File: src/rtl/dqrs_pkg.sv
// dqrs_pkg: shared types and constants of the dual queue resend scheduler
// used by dual_queue_resend_scheduler and tb_top; no dependencies
`default_nettype none

package dqrs_pkg;

	typedef enum logic [2:0] {
		CMD_TICK       = 3'd0,
		CMD_PUSH_REPLY = 3'd1,
		CMD_PUSH_ACT   = 3'd2,
		CMD_DROP_ACT   = 3'd3,
		CMD_BYTE_SENT  = 3'd4
	} cmd_t;

	typedef enum logic [0:0] {
		ST_IDLE = 1'b0,
		ST_EXEC = 1'b1
	} state_t;

	typedef enum logic [1:0] {
		REG_RETRY_COUNT = 2'd0,
		REG_RETRY_GAP   = 2'd1,
		REG_BYTE_GAP    = 2'd2
	} reg_idx_t;

	localparam logic [7:0] RETRY_COUNT_RST = 8'd3;
	localparam logic [7:0] RETRY_GAP_RST   = 8'd10;
	localparam logic [7:0] BYTE_GAP_RST    = 8'd2;

	// one queue slot
	typedef struct packed {
		logic [7:0] hid;
		logic [7:0] seq;
	} entry_t;

	localparam int ENTRY_W = $bits(entry_t);

endpackage

`default_nettype wire

File: src/rtl/dqrs_ram.sv
// dqrs_ram: generic single write port, single read port ram with registered read
// no dependencies
`default_nettype none

module dqrs_ram #(
	parameter int WIDTH = 16,
	parameter int DEPTH = 8
) (
	input  wire logic                     clk,
	input  wire logic                     we,
	input  wire logic [$clog2(DEPTH)-1:0] waddr,
	input  wire logic [WIDTH-1:0]         wdata,
	input  wire logic [$clog2(DEPTH)-1:0] raddr,
	output logic      [WIDTH-1:0]         rdata
);

	logic [WIDTH-1:0] mem [DEPTH];

	always_ff @(posedge clk) begin
		if (we) begin
			mem[waddr] <= wdata;
		end
		rdata <= mem[raddr];
	end

endmodule

`default_nettype wire

File: src/rtl/dual_queue_resend_scheduler.sv
// dual_queue_resend_scheduler: reply queue with strict priority, active queue with resend
// depends on dqrs_pkg and dqrs_ram
`default_nettype none

// the exec state after an input transfer loads its result into the output register
//   once that register is free; each item passes idle, where the registered ram read
//   of the ring tails lands, then exec with its read-modify-write
// no input is taken in exec, but the next one is taken while a result still waits at
//   the output; the work cycle stalls only when the output register is still full
// reset: pointers, counters, retry state cleared, registers to 3, 10, 2; rings not cleared

module dual_queue_resend_scheduler #(
	parameter int QUEUE_DEPTH = 8
) (
	input  wire logic       clk,
	input  wire logic       arst_n,
	// configuration
	input  wire logic       cfg_we,
	input  wire logic [1:0] cfg_index,
	input  wire logic [7:0] cfg_data,
	// input channel
	input  wire logic       in_valid,
	output logic            in_ready,
	input  wire logic [2:0] cmd,
	input  wire logic [7:0] handler_id,
	input  wire logic [7:0] seq_num,
	// output channel
	output logic            out_valid,
	input  wire logic       out_ready,
	output logic            fire,
	output logic      [7:0] fire_handler,
	output logic      [7:0] fire_seq,
	output logic            from_active,
	output logic            push_dropped,
	output logic      [7:0] feedback_info
);

	import dqrs_pkg::*;

	localparam int AW = $clog2(QUEUE_DEPTH);
	localparam logic [AW-1:0] LAST_IDX = AW'(QUEUE_DEPTH - 1);

	// configuration registers
	logic [7:0] retry_count_q, retry_gap_q, byte_gap_q;

	always_ff @(posedge clk or negedge arst_n) begin
		if (!arst_n) begin
			retry_count_q <= RETRY_COUNT_RST;
			retry_gap_q   <= RETRY_GAP_RST;
			byte_gap_q    <= BYTE_GAP_RST;
		end else if (cfg_we) begin
			case (cfg_index)
				REG_RETRY_COUNT: retry_count_q <= cfg_data;
				REG_RETRY_GAP:   retry_gap_q   <= cfg_data;
				REG_BYTE_GAP:    byte_gap_q    <= cfg_data;
				default: ;
			endcase
		end
	end

	// sequencer: idle takes a transfer, exec does the read-modify-write
	state_t state_q, state_d;
	logic   exec_done;

	assign exec_done = (state_q == ST_EXEC) && (!out_valid || out_ready);

	always_ff @(posedge clk or negedge arst_n) begin
		if (!arst_n) begin
			state_q <= ST_IDLE;
		end else begin
			state_q <= state_d;
		end
	end

	always_comb begin
		state_d  = state_q;
		in_ready = 1'b0;
		case (state_q)
			ST_IDLE: begin
				in_ready = 1'b1;
				if (in_valid) begin
					state_d = ST_EXEC;
				end
			end
			ST_EXEC: begin
				if (exec_done) begin
					state_d = ST_IDLE;
				end
			end
			default: state_d = ST_IDLE;
		endcase
	end

	// captured item
	logic [2:0] cmd_s1;
	logic [7:0] hid_s1, seq_s1;

	always_ff @(posedge clk) begin
		if (in_valid && in_ready) begin
			cmd_s1 <= cmd;
			hid_s1 <= handler_id;
			seq_s1 <= seq_num;
		end
	end

	// ring pointers: head is the write index, tail the read index
	logic [AW-1:0] reply_head_q, reply_tail_q, act_head_q, act_tail_q;
	logic [AW-1:0] reply_head_d, reply_tail_d, act_head_d, act_tail_d;
	logic [7:0]    send_wait_q, resend_wait_q, retries_q, last_seq_q, info_q;
	logic [7:0]    send_wait_d, resend_wait_d, retries_d, last_seq_d, info_d;

	// rams read at the tail every cycle; writes land only on exec_done, after
	// which the block returns to idle, so a read never overlaps a pending write
	entry_t reply_rdata, act_rdata, wr_entry;
	logic   reply_we, act_we;

	assign wr_entry = '{hid: hid_s1, seq: seq_s1};

	dqrs_ram #(.WIDTH(ENTRY_W), .DEPTH(QUEUE_DEPTH)) u_reply_ram (
		.clk   (clk),
		.we    (reply_we),
		.waddr (reply_head_q),
		.wdata (wr_entry),
		.raddr (reply_tail_q),
		.rdata (reply_rdata)
	);

	dqrs_ram #(.WIDTH(ENTRY_W), .DEPTH(QUEUE_DEPTH)) u_act_ram (
		.clk   (clk),
		.we    (act_we),
		.waddr (act_head_q),
		.wdata (wr_entry),
		.raddr (act_tail_q),
		.rdata (act_rdata)
	);

	function automatic logic [AW-1:0] ptr_next(input logic [AW-1:0] p);
		return (p == LAST_IDX) ? '0 : p + AW'(1);
	endfunction

	logic reply_empty, act_empty, reply_full, act_full;

	assign reply_empty = (reply_head_q == reply_tail_q);
	assign act_empty   = (act_head_q == act_tail_q);
	assign reply_full  = (ptr_next(reply_head_q) == reply_tail_q);
	assign act_full    = (ptr_next(act_head_q) == act_tail_q);

	logic       fire_d, from_active_d, dropped_d;
	logic [7:0] fh_d, fs_d, rl;

	always_comb begin
		reply_head_d  = reply_head_q;
		reply_tail_d  = reply_tail_q;
		act_head_d    = act_head_q;
		act_tail_d    = act_tail_q;
		send_wait_d   = send_wait_q;
		resend_wait_d = resend_wait_q;
		retries_d     = retries_q;
		last_seq_d    = last_seq_q;
		info_d        = info_q;
		reply_we      = 1'b0;
		act_we        = 1'b0;
		fire_d        = 1'b0;
		fh_d          = '0;
		fs_d          = '0;
		from_active_d = 1'b0;
		dropped_d     = 1'b0;
		rl            = retries_q;
		if (exec_done) begin
			case (cmd_s1)
				CMD_TICK: begin
					if (send_wait_q != '0) begin
						send_wait_d = send_wait_q - 8'd1;
					end else if (!reply_empty) begin
						// reply entries go out once
						fire_d       = 1'b1;
						fh_d         = reply_rdata.hid;
						fs_d         = reply_rdata.seq;
						reply_tail_d = ptr_next(reply_tail_q);
					end else if (resend_wait_q != '0) begin
						resend_wait_d = resend_wait_q - 8'd1;
					end else if (!act_empty) begin
						// a new sequence number reloads the retries
						if (act_rdata.seq != last_seq_q) begin
							rl         = retry_count_q;
							last_seq_d = act_rdata.seq;
							info_d     = act_rdata.seq;
						end
						if (rl != '0) begin
							retries_d     = rl - 8'd1;
							fire_d        = 1'b1;
							fh_d          = act_rdata.hid;
							fs_d          = act_rdata.seq;
							from_active_d = 1'b1;
							resend_wait_d = retry_gap_q;
						end else begin
							retries_d  = rl;
							act_tail_d = ptr_next(act_tail_q);
							info_d     = '0;
						end
					end
				end
				CMD_PUSH_REPLY: begin
					if (reply_full) begin
						dropped_d = 1'b1;
					end else begin
						reply_we     = 1'b1;
						reply_head_d = ptr_next(reply_head_q);
					end
				end
				CMD_PUSH_ACT: begin
					if (act_full) begin
						dropped_d = 1'b1;
					end else begin
						act_we     = 1'b1;
						act_head_d = ptr_next(act_head_q);
					end
				end
				CMD_DROP_ACT: begin
					if (!act_empty) begin
						act_tail_d = ptr_next(act_tail_q);
					end
				end
				CMD_BYTE_SENT: begin
					send_wait_d = byte_gap_q;
				end
				default: ;
			endcase
		end
	end

	always_ff @(posedge clk or negedge arst_n) begin
		if (!arst_n) begin
			reply_head_q  <= '0;
			reply_tail_q  <= '0;
			act_head_q    <= '0;
			act_tail_q    <= '0;
			send_wait_q   <= '0;
			resend_wait_q <= '0;
			retries_q     <= '0;
			last_seq_q    <= '0;
			info_q        <= '0;
		end else begin
			reply_head_q  <= reply_head_d;
			reply_tail_q  <= reply_tail_d;
			act_head_q    <= act_head_d;
			act_tail_q    <= act_tail_d;
			send_wait_q   <= send_wait_d;
			resend_wait_q <= resend_wait_d;
			retries_q     <= retries_d;
			last_seq_q    <= last_seq_d;
			info_q        <= info_d;
		end
	end

	// output register
	logic out_valid_q;

	always_ff @(posedge clk or negedge arst_n) begin
		if (!arst_n) begin
			out_valid_q <= 1'b0;
		end else if (exec_done) begin
			out_valid_q <= 1'b1;
		end else if (out_ready) begin
			out_valid_q <= 1'b0;
		end
	end

	always_ff @(posedge clk) begin
		if (exec_done) begin
			fire          <= fire_d;
			fire_handler  <= fh_d;
			fire_seq      <= fs_d;
			from_active   <= from_active_d;
			push_dropped  <= dropped_d;
			feedback_info <= info_d;
		end
	end

	assign out_valid = out_valid_q;

	// a finished item always shows up at the output next cycle
	a_exec_to_out: assert property (@(posedge clk) disable iff (!arst_n)
		exec_done |=> out_valid)
		else $error("work cycle did not load the output register");

	// a push never fires and a tick never reports a drop
	a_fire_xor_drop: assert property (@(posedge clk) disable iff (!arst_n)
		out_valid |-> !(fire && push_dropped))
		else $error("fire and push_dropped both set");

	// an idle result carries zero fire fields
	a_idle_fields: assert property (@(posedge clk) disable iff (!arst_n)
		(out_valid && !fire) |-> (fire_handler == '0 && fire_seq == '0 && !from_active))
		else $error("fire fields not cleared");

	// an active transmission always reports its own sequence as feedback
	a_active_info: assert property (@(posedge clk) disable iff (!arst_n)
		(out_valid && from_active) |-> (feedback_info == fire_seq))
		else $error("feedback info differs from active sequence");

	// pointers stay inside the ring for any depth
	a_ptr_range: assert property (@(posedge clk) disable iff (!arst_n)
		(reply_head_q <= LAST_IDX) && (reply_tail_q <= LAST_IDX) &&
		(act_head_q <= LAST_IDX) && (act_tail_q <= LAST_IDX))
		else $error("ring pointer out of range");

endmodule

`default_nettype wire

File: config.mk
export PLATFORM = sky130hd
export DESIGN_NAME = dual_queue_resend_scheduler
export DESIGN_NICKNAME = d
export VERILOG_FILES = /design/src/rtl/dqrs_pkg.sv /design/src/rtl/dqrs_ram.sv /design/src/rtl/dual_queue_resend_scheduler.sv
export SDC_FILE = /design/constraint.sdc
export NUM_CORES = 1
export LEC_CHECK = 0
export BUFFER_PORTS_ARGS = -buffer_cell sky130_fd_sc_hd__buf_2
export CAP_MARGIN = 10
export CELL_PAD_IN_SITES_DETAIL_PLACEMENT = 1
export CELL_PAD_IN_SITES_GLOBAL_PLACEMENT = 1
export CORE_ASPECT_RATIO = 0.5
export CORE_MARGIN = 2
export CORE_UTILIZATION = 53
export DETAILED_ROUTE_END_ITERATION = 8
export PLACE_DENSITY = 0.79
export SYNTH_ARGS = -nofsm -noshare
export SYNTH_HDL_FRONTEND = slang
export SYNTH_HIERARCHICAL = 1
export SYNTH_SLANG_ARGS = --single-unit
File: constraint.sdc
create_clock -name clk -period 6.3 [get_ports clk]
set_input_delay 0.315 -clock clk [delete_from_list [all_inputs] [get_ports clk]]
set_output_delay 0.315 -clock clk [all_outputs]
set_load 0.05 [all_outputs]
==> flow_summary.toml, run 1 <==
[yosys]
synth_cells = 945
yosys_warnings = 6
synth.distinct_cells = 60
synth_nets = 991
netlist_area_um2 = 16500
synthFlopType = "edfxtp_1"
synth_top_area_cell = "edfxtp_1"
synth.area.top_cells = "edfxtp_1 (55%), dfrtp_1 (11%), mux4_1 (8.9%)"
ys_ff_latch = 412
synth_seq_area_share = 0.705
synth_area_per_cell_um2 = 17.5
synth_edf_count = 302
async_flop_share = 0.189
synth_top_area_share = 0.548

[critical_path]
critPathKind = "reg -> reg"
critPathMaxFanout = 16
crit_slowest_cell = "dfrtp_1"
r2r-end = "fire_seq[3]"
reg2reg_slack_ps = 2300
cp-endpoint = "fire_seq[3]"
crit_buf_inv = 1
cp_slowest_stage_delay_ps = 410
startpoint = "last_seq_q[2]"
cp-end-kind = "register"
critPathTopFamily = "simple AND/OR/NAND/NOR gates"
rr_startpoint = "last_seq_q[2]"
reg2reg_depth = 11
worst-path-stages = 11
arrival_ps = 4290
cp.required_ps = 6590
crit_chain = "xnor2_1, and4_1, nand2_1, mux2i_1, ha_1, inv_1, nor4_4, a21boi_2, nor3_2, and4_4, a22o_1"
critPathLaunchType = "register"

[route]
vias = 9030
via_per_inst = 5.99
routed_wl_mm = 38.9
first_iter_violations = 598
postRouteAntennaNets = 0
wl_per_cell_um = 25.8
firstDrtPassIters = 5
drcViolationCount = 0

[floorplan]
dieHeight_um = 129
rows = 45
dieArea_um2 = 32700
coreArea_um2 = 30500
io_pins = 63
start_util = 0.542
die_x_um = 254

[power_and_ir_drop]
switchingPower_mw = 2.34
combPwrFrac = 0.199
power.internal_mw = 5.23
power_density_nw_per_um2 = 402
p_sw_frac = 0.309
ir_drop_v = 0.000219
leakagePower_nw = 6.74
p_seq_frac = 0.497
pwr-share-clk = 0.304

[timing]
setup_tns_ps = 0
fmax_mhz = 250
setup_viol = 0
whs_ps = 31.7
post-route-period-util = 0.635
finalHoldViolCount = 0
rsz0062_at_grt = "no"
tightest_slew_ps = 1120
min_period_ps = 4000
slew_headroom = 0.251
clock_skew_ps = 27.1
slew_violations = 0

[clock_tree]
clk_latency_ps = 560
htreeDepth = 2
cts_root_buf = "clkbuf_16"
cts-buffers-inserted = 37
max-clock-path-buffers = 3
clock-sinks = 412
cts_tree = "built"
cts_resized = 0
cts.clk_slew.worst_paths_ps = 70

[run]
drv_cap = 0

[finish]
fillers = 2722
finalCoreUtilization = 0.617
area_growth_pct = 13.8
drive_above_1_share = 0.226
finalNetCount = 1101

[hold_path]
worstHoldStart = "in_valid"
hold_class = "in -> reg"

[global_route]
groute.usage.overall = 0.249
grt_pass1_wl_mm = 59.5
grt_max_degree = 79
grt_antenna_before_repair = 1
gr-total-overflow = 0
grt_pass1_vias = 9877

[run_status]
status = "complete, no violations"

[placed_design]
gp_congestion = 0.848
dp_hpwl_mm = 24.1
port_buffers = 62
-- power by group through the flow --
stage          sequential [mW]  combinational, mW  clock, mW
2_1_floorplan             3.75               1.02          0
3_3_place_gp              3.78               1.39          0
3_5_place_dp              3.81               1.46          0
4_1_cts                   3.76               1.50       2.33
5_1_grt                   3.81               1.61       2.43
6_report                  3.76               1.51       2.30
-- layout make-up --
type / count / area, µm² / share of cell area
inverter: 14 / 52.6 / 0.00279
tap: 423 / 529 / 0.0281
antenna: 1 / 2.50 / 0.000133
timing repair buffer: 102 / 681 / 0.0362
multi-input combinational: 488 / 4660 / 0.247
sequential: 412 / 11700 / 0.620
clock inverter: 17 / 191 / 0.0102
clock buffer: 51 / 1040 / 0.0552
-- placed cells by master (no fill, tap or decap), types with 24 or more instances in the layout --
cell type and count:
buf_2 61, edfxtp_1 302, mux2_2 76, dfxtp_1 32
o21ai_0 24, nand2_1 56, a21oi_1 30, mux4_1 56
nor2_1 59, clkbuf_16 39, dfrtp_1 69
-- flip-flops by register name, indices dropped and copies added (netlist names), 8 cells and up --
name / count
info_q: 8
u_act_ram/mem: 128
send_wait_q: 8
seq_s1: 8
u_reply_ram/rdata: 16
retries_q: 8
resend_wait_q: 8
u_act_ram/rdata: 16
fire_handler: 8
u_reply_ram/mem: 128
fire_seq: 8
feedback_info: 8
byte_gap_q: 8
retry_gap_q: 8
last_seq_q: 8
retry_count_q: 8
hid_s1: 8
-- worst min-delay path, stage by stage --
cell	delay (ps)
buf_2	90
nor2_1	30
nor2_1	90
-- cell families (layout without fill, tap and decap cells) --
family	after synthesis	in the layout	share of synthesized area
xor+xnor	23	23	0.0122
mux	147	147	0.156
fa+ha+maj	12	12	0.00907
other cells	0	1	0
simple gates	215	215	0.0679
flops	412	412	0.705
compound gates	91	91	0.0348
buf+inv	45	184	0.0151
-- metal layers --
metal	vias to the layer above	part of all wire	global-route usage
li1	3983	-	-
met1	4681	0.42	0.317
met2	278	0.50	0.432
met3	88	0.053	0.0492
met4	0	0.030	0.0920
met5	-	0	0
-- how the worst min path moves through the flow --
stage                    endpoint  slack (ps)  cells after the start
floorplan           act_head_q[0]          20                      0
global placement        info_q[5]         450                      2
detailed placement      info_q[1]         460                      2
CTS                       state_q          20                      3
global route        byte_gap_q[7]          40                      2
finish                    state_q          30                      3
-- cells in the mapped netlist (3+ instances only) --
master and count:
a21oi_1 30, a22o_1 15, a31oi_1 5, and3_1 3, and4_1 3, and4b_1 4, buf_1 8, buf_6 10
clkbuf_1 8, clkbuf_2 3, dfrtp_1 73, dfstp_2 5, dfxtp_1 32, edfxtp_1 302, ha_1 12, inv_1 14
mux2_2 76, mux2i_1 7, mux4_1 56, mux4_2 8, nand2_1 56, nand2b_1 9, nand3_1 13, nand3b_1 6
nand4_1 4, nand4b_1 5, nor2_1 59, nor3_1 22, nor4_1 9, o21ai_0 24, o22a_1 3, xnor2_1 17
xor2_1 6
-- repair_timing --
item | in CTS | in global routing
hold endpoints to repair | 63 | 0
setup buffers | 0 | 0
hold buffers | 20 | 0
setup endpoints to repair | 0 | 0
-- through the flow --
stage	setup WS, ps	power [mW]	area [µm²]	std cells
after floorplan	2880	4.77	16500	945
after global placement	2580	5.17	17400	1418
after detailed placement	2310	5.27	17400	1418
after CTS	2300	7.60	18800	1506
after global routing	1980	7.85	18800	1507
final	2300	7.56	18800	1508
(Power assumes the default switching activity.)
==> run 2: changes to the inputs <==
ABC_AREA = 1   (was default)
CORE_UTILIZATION = 49   (was 53)
PLACE_DENSITY = 0.8   (was 0.79)
clock period = 3.9 ns   (was 6.3 ns; I/O delays follow)
==> flow_summary.toml, run 2 <==
[finish]
final_common_cell = "nand2_1"
final_cell_area_um2 = 20300
fin_cells = 2471
reg_top3 = "u_act_ram/mem (128), u_reply_ram/mem (128)"
final_cell_mix = "nand2_1 (629), inv_1 (354), edfxtp_1 (302)"
fillers = 4038
multiInputGateArea_um2 = 4590
antenna_cells = 0
drive_above_1_share = 0.101
seqCellArea_um2 = 11700
finalNetCount = 2003
area_growth_pct = 12.4

[timing]
fmax_mhz = 343
slew_violations = 0
setup_viol = 0
min_period_ps = 2910
slew_headroom = 0.268
setup_tns_ps = 0
clock_skew_ps = 34.1
whs_ps = 234
tightest_slew_ps = 1100
rsz0062_at_grt = "no"
finalHoldViolCount = 0
post-route-period-util = 0.747
setup_slack_ps = 988

[clock_tree]
cts_tree = "built"
clk_latency_ps = 570
clock-sinks = 412
cts_setup_buffers = 0
ctsHoldBuffers = 30
cts.clk_slew.worst_paths_ps = 60
cts_resized = 0
cts_root_buf = "clkbuf_16"
htreeDepth = 2
cts-buffers-inserted = 38
max-clock-path-buffers = 3

[critical_path]
r2r-end = "feedback_info[4]"
critPathMaxFanout = 24
reg2reg_slack_ps = 990
reg2reg_depth = 16
cp-end-kind = "register"
critPathKind = "reg -> reg"
cp.required_ps = 4280
rr_startpoint = "u_act_ram/rdata[6]"
critPathLaunchType = "register"
arrival_ps = 3290

[power_and_ir_drop]
power_density_nw_per_um2 = 604
ir_drop_v = 0.000282
leakagePower_nw = 9.37

[hold_path]
hold_class = "in -> async"

[route]
postRouteAntennaNets = 0
drcViolationCount = 0
vias = 12800
first_iter_violations = 926
routed_wl_mm = 46.8
firstDrtPassIters = 5
via_per_inst = 5.16
wl_per_cell_um = 18.9

[floorplan]
io_pins = 63
dieHeight_um = 140
die_x_um = 275
start_util = 0.500
rows = 49
dieArea_um2 = 38500
coreArea_um2 = 36100

[global_route]
gr-total-overflow = 0
grt_max_degree = 68
grt_pass1_wl_mm = 72.7
grt_antenna_before_repair = 1
groute.usage.overall = 0.245
grt_pass1_vias = 13500

[yosys]
ys_ff_latch = 412
synth.distinct_cells = 39
synth_edf_count = 302
synth_nets = 1896
yosys_warnings = 6
synth_seq_area_share = 0.646
synth_most_common_cell = "nand2_1"
netlist_area_um2 = 18100
synthFlopType = "edfxtp_1"
synth_top_area_cell = "edfxtp_1"
synth_top_area_share = 0.502
synth_area_per_cell_um2 = 9.76
synth.area.top_cells = "edfxtp_1 (50%), nand2_1 (13%), dfrtp_1 (10%)"
synth_commonest_cells = "nand2_1 (629), inv_1 (355), edfxtp_1 (302)"
async_flop_share = 0.189
synth_cells = 1850

[placed_design]
postPlaceCellArea_um2 = 18800
port_buffers = 62
dp_hpwl_mm = 29.6
place_ws_ps = 997
gp_congestion = 0.792
post-place-cells = 2371

[run]
drv_cap = 0

[run_status]
status = "complete, no violations"
==> run 2: cell types whose count changed in the layout (fill, tap and decap cells not counted), sizes merged, moves of 57 or more <==
cell   before  now
o21ai      24   81
mux4       64    0
mux2       76    0
nand3      13  152
nand2      56  638
inv        15  368
==> run 2: cells by family after synthesis <==
family	Yosys count	share of synthesized area
AOI/OAI and AO/OA	104	0.0302
xor gates and xnor gates	20	0.00970
adders and majority gates	12	0.00832
buffers and inverters	426	0.0997
DFF	412	0.646
muxes	5	0.00277
and+or+nand+nor	871	0.203
==> run 2: routing by layer <==
layer	part of all wire	track usage	routed length, µm
met4	0.021	0.0683	990
met3	0.049	0.0343	2280
met5	0	0	0
met2	0.49	0.411	22800
met1	0.44	0.334	20700
==> run 2: area by class of cell <==
class / count / share of cell area
clock buffers: 49 / 0.0499
clock inverters: 21 / 0.00808
inverters: 367 / 0.0679
multi-input cells: 1012 / 0.226
flip-flops and latches: 412 / 0.575
well taps: 484 / 0.0298
repair buffers: 126 / 0.0434
==> run 2: through the flow <==
step | util | total power, mW
after CTS | 0.562 | 12.3
final | 0.562 | 12.3
after global routing | 0.562 | 12.9
after floorplan | - | 7.77
after global placement | 0.521 | 8.56
after detailed placement | 0.521 | 8.68
==> run 2: worst max-delay path, cell delays in order, from the launching register on <==
cell and delay [ps]:
dfxtp_1 440, xnor2_1 150, nand2_1 110, nor2_2 140
nand2_4 190, inv_1 170, nand2_1 60, o21ai_1 170
inv_1 80, ha_1 240, nand2_2 110, nor2_4 50
nand2_4 110, nand2_1 90, nor2_2 400, nand2_1 100
o21ai_1 130
==> run 2: how the worst max path moves through the flow <==
stage                             from                   to  slack, ps  cells after the start
floorplan                    out_valid  u_act_ram/mem[1][0]        790                      7
CTS                 u_act_ram/rdata[6]     feedback_info[4]        950                     16
global placement         last_seq_q[2]     feedback_info[5]       1130                     16
global route        u_act_ram/rdata[6]     feedback_info[4]        610                     16
finish              u_act_ram/rdata[6]     feedback_info[4]        990                     16
detailed placement  u_act_ram/rdata[6]     feedback_info[4]       1000                     16
==> run 2: report_power, final <==
group	switching (mW)	internal [mW]
registers	0.426	5.28
logic	2.13	0.809
clock network	1.69	1.93
total	4.24	8.02
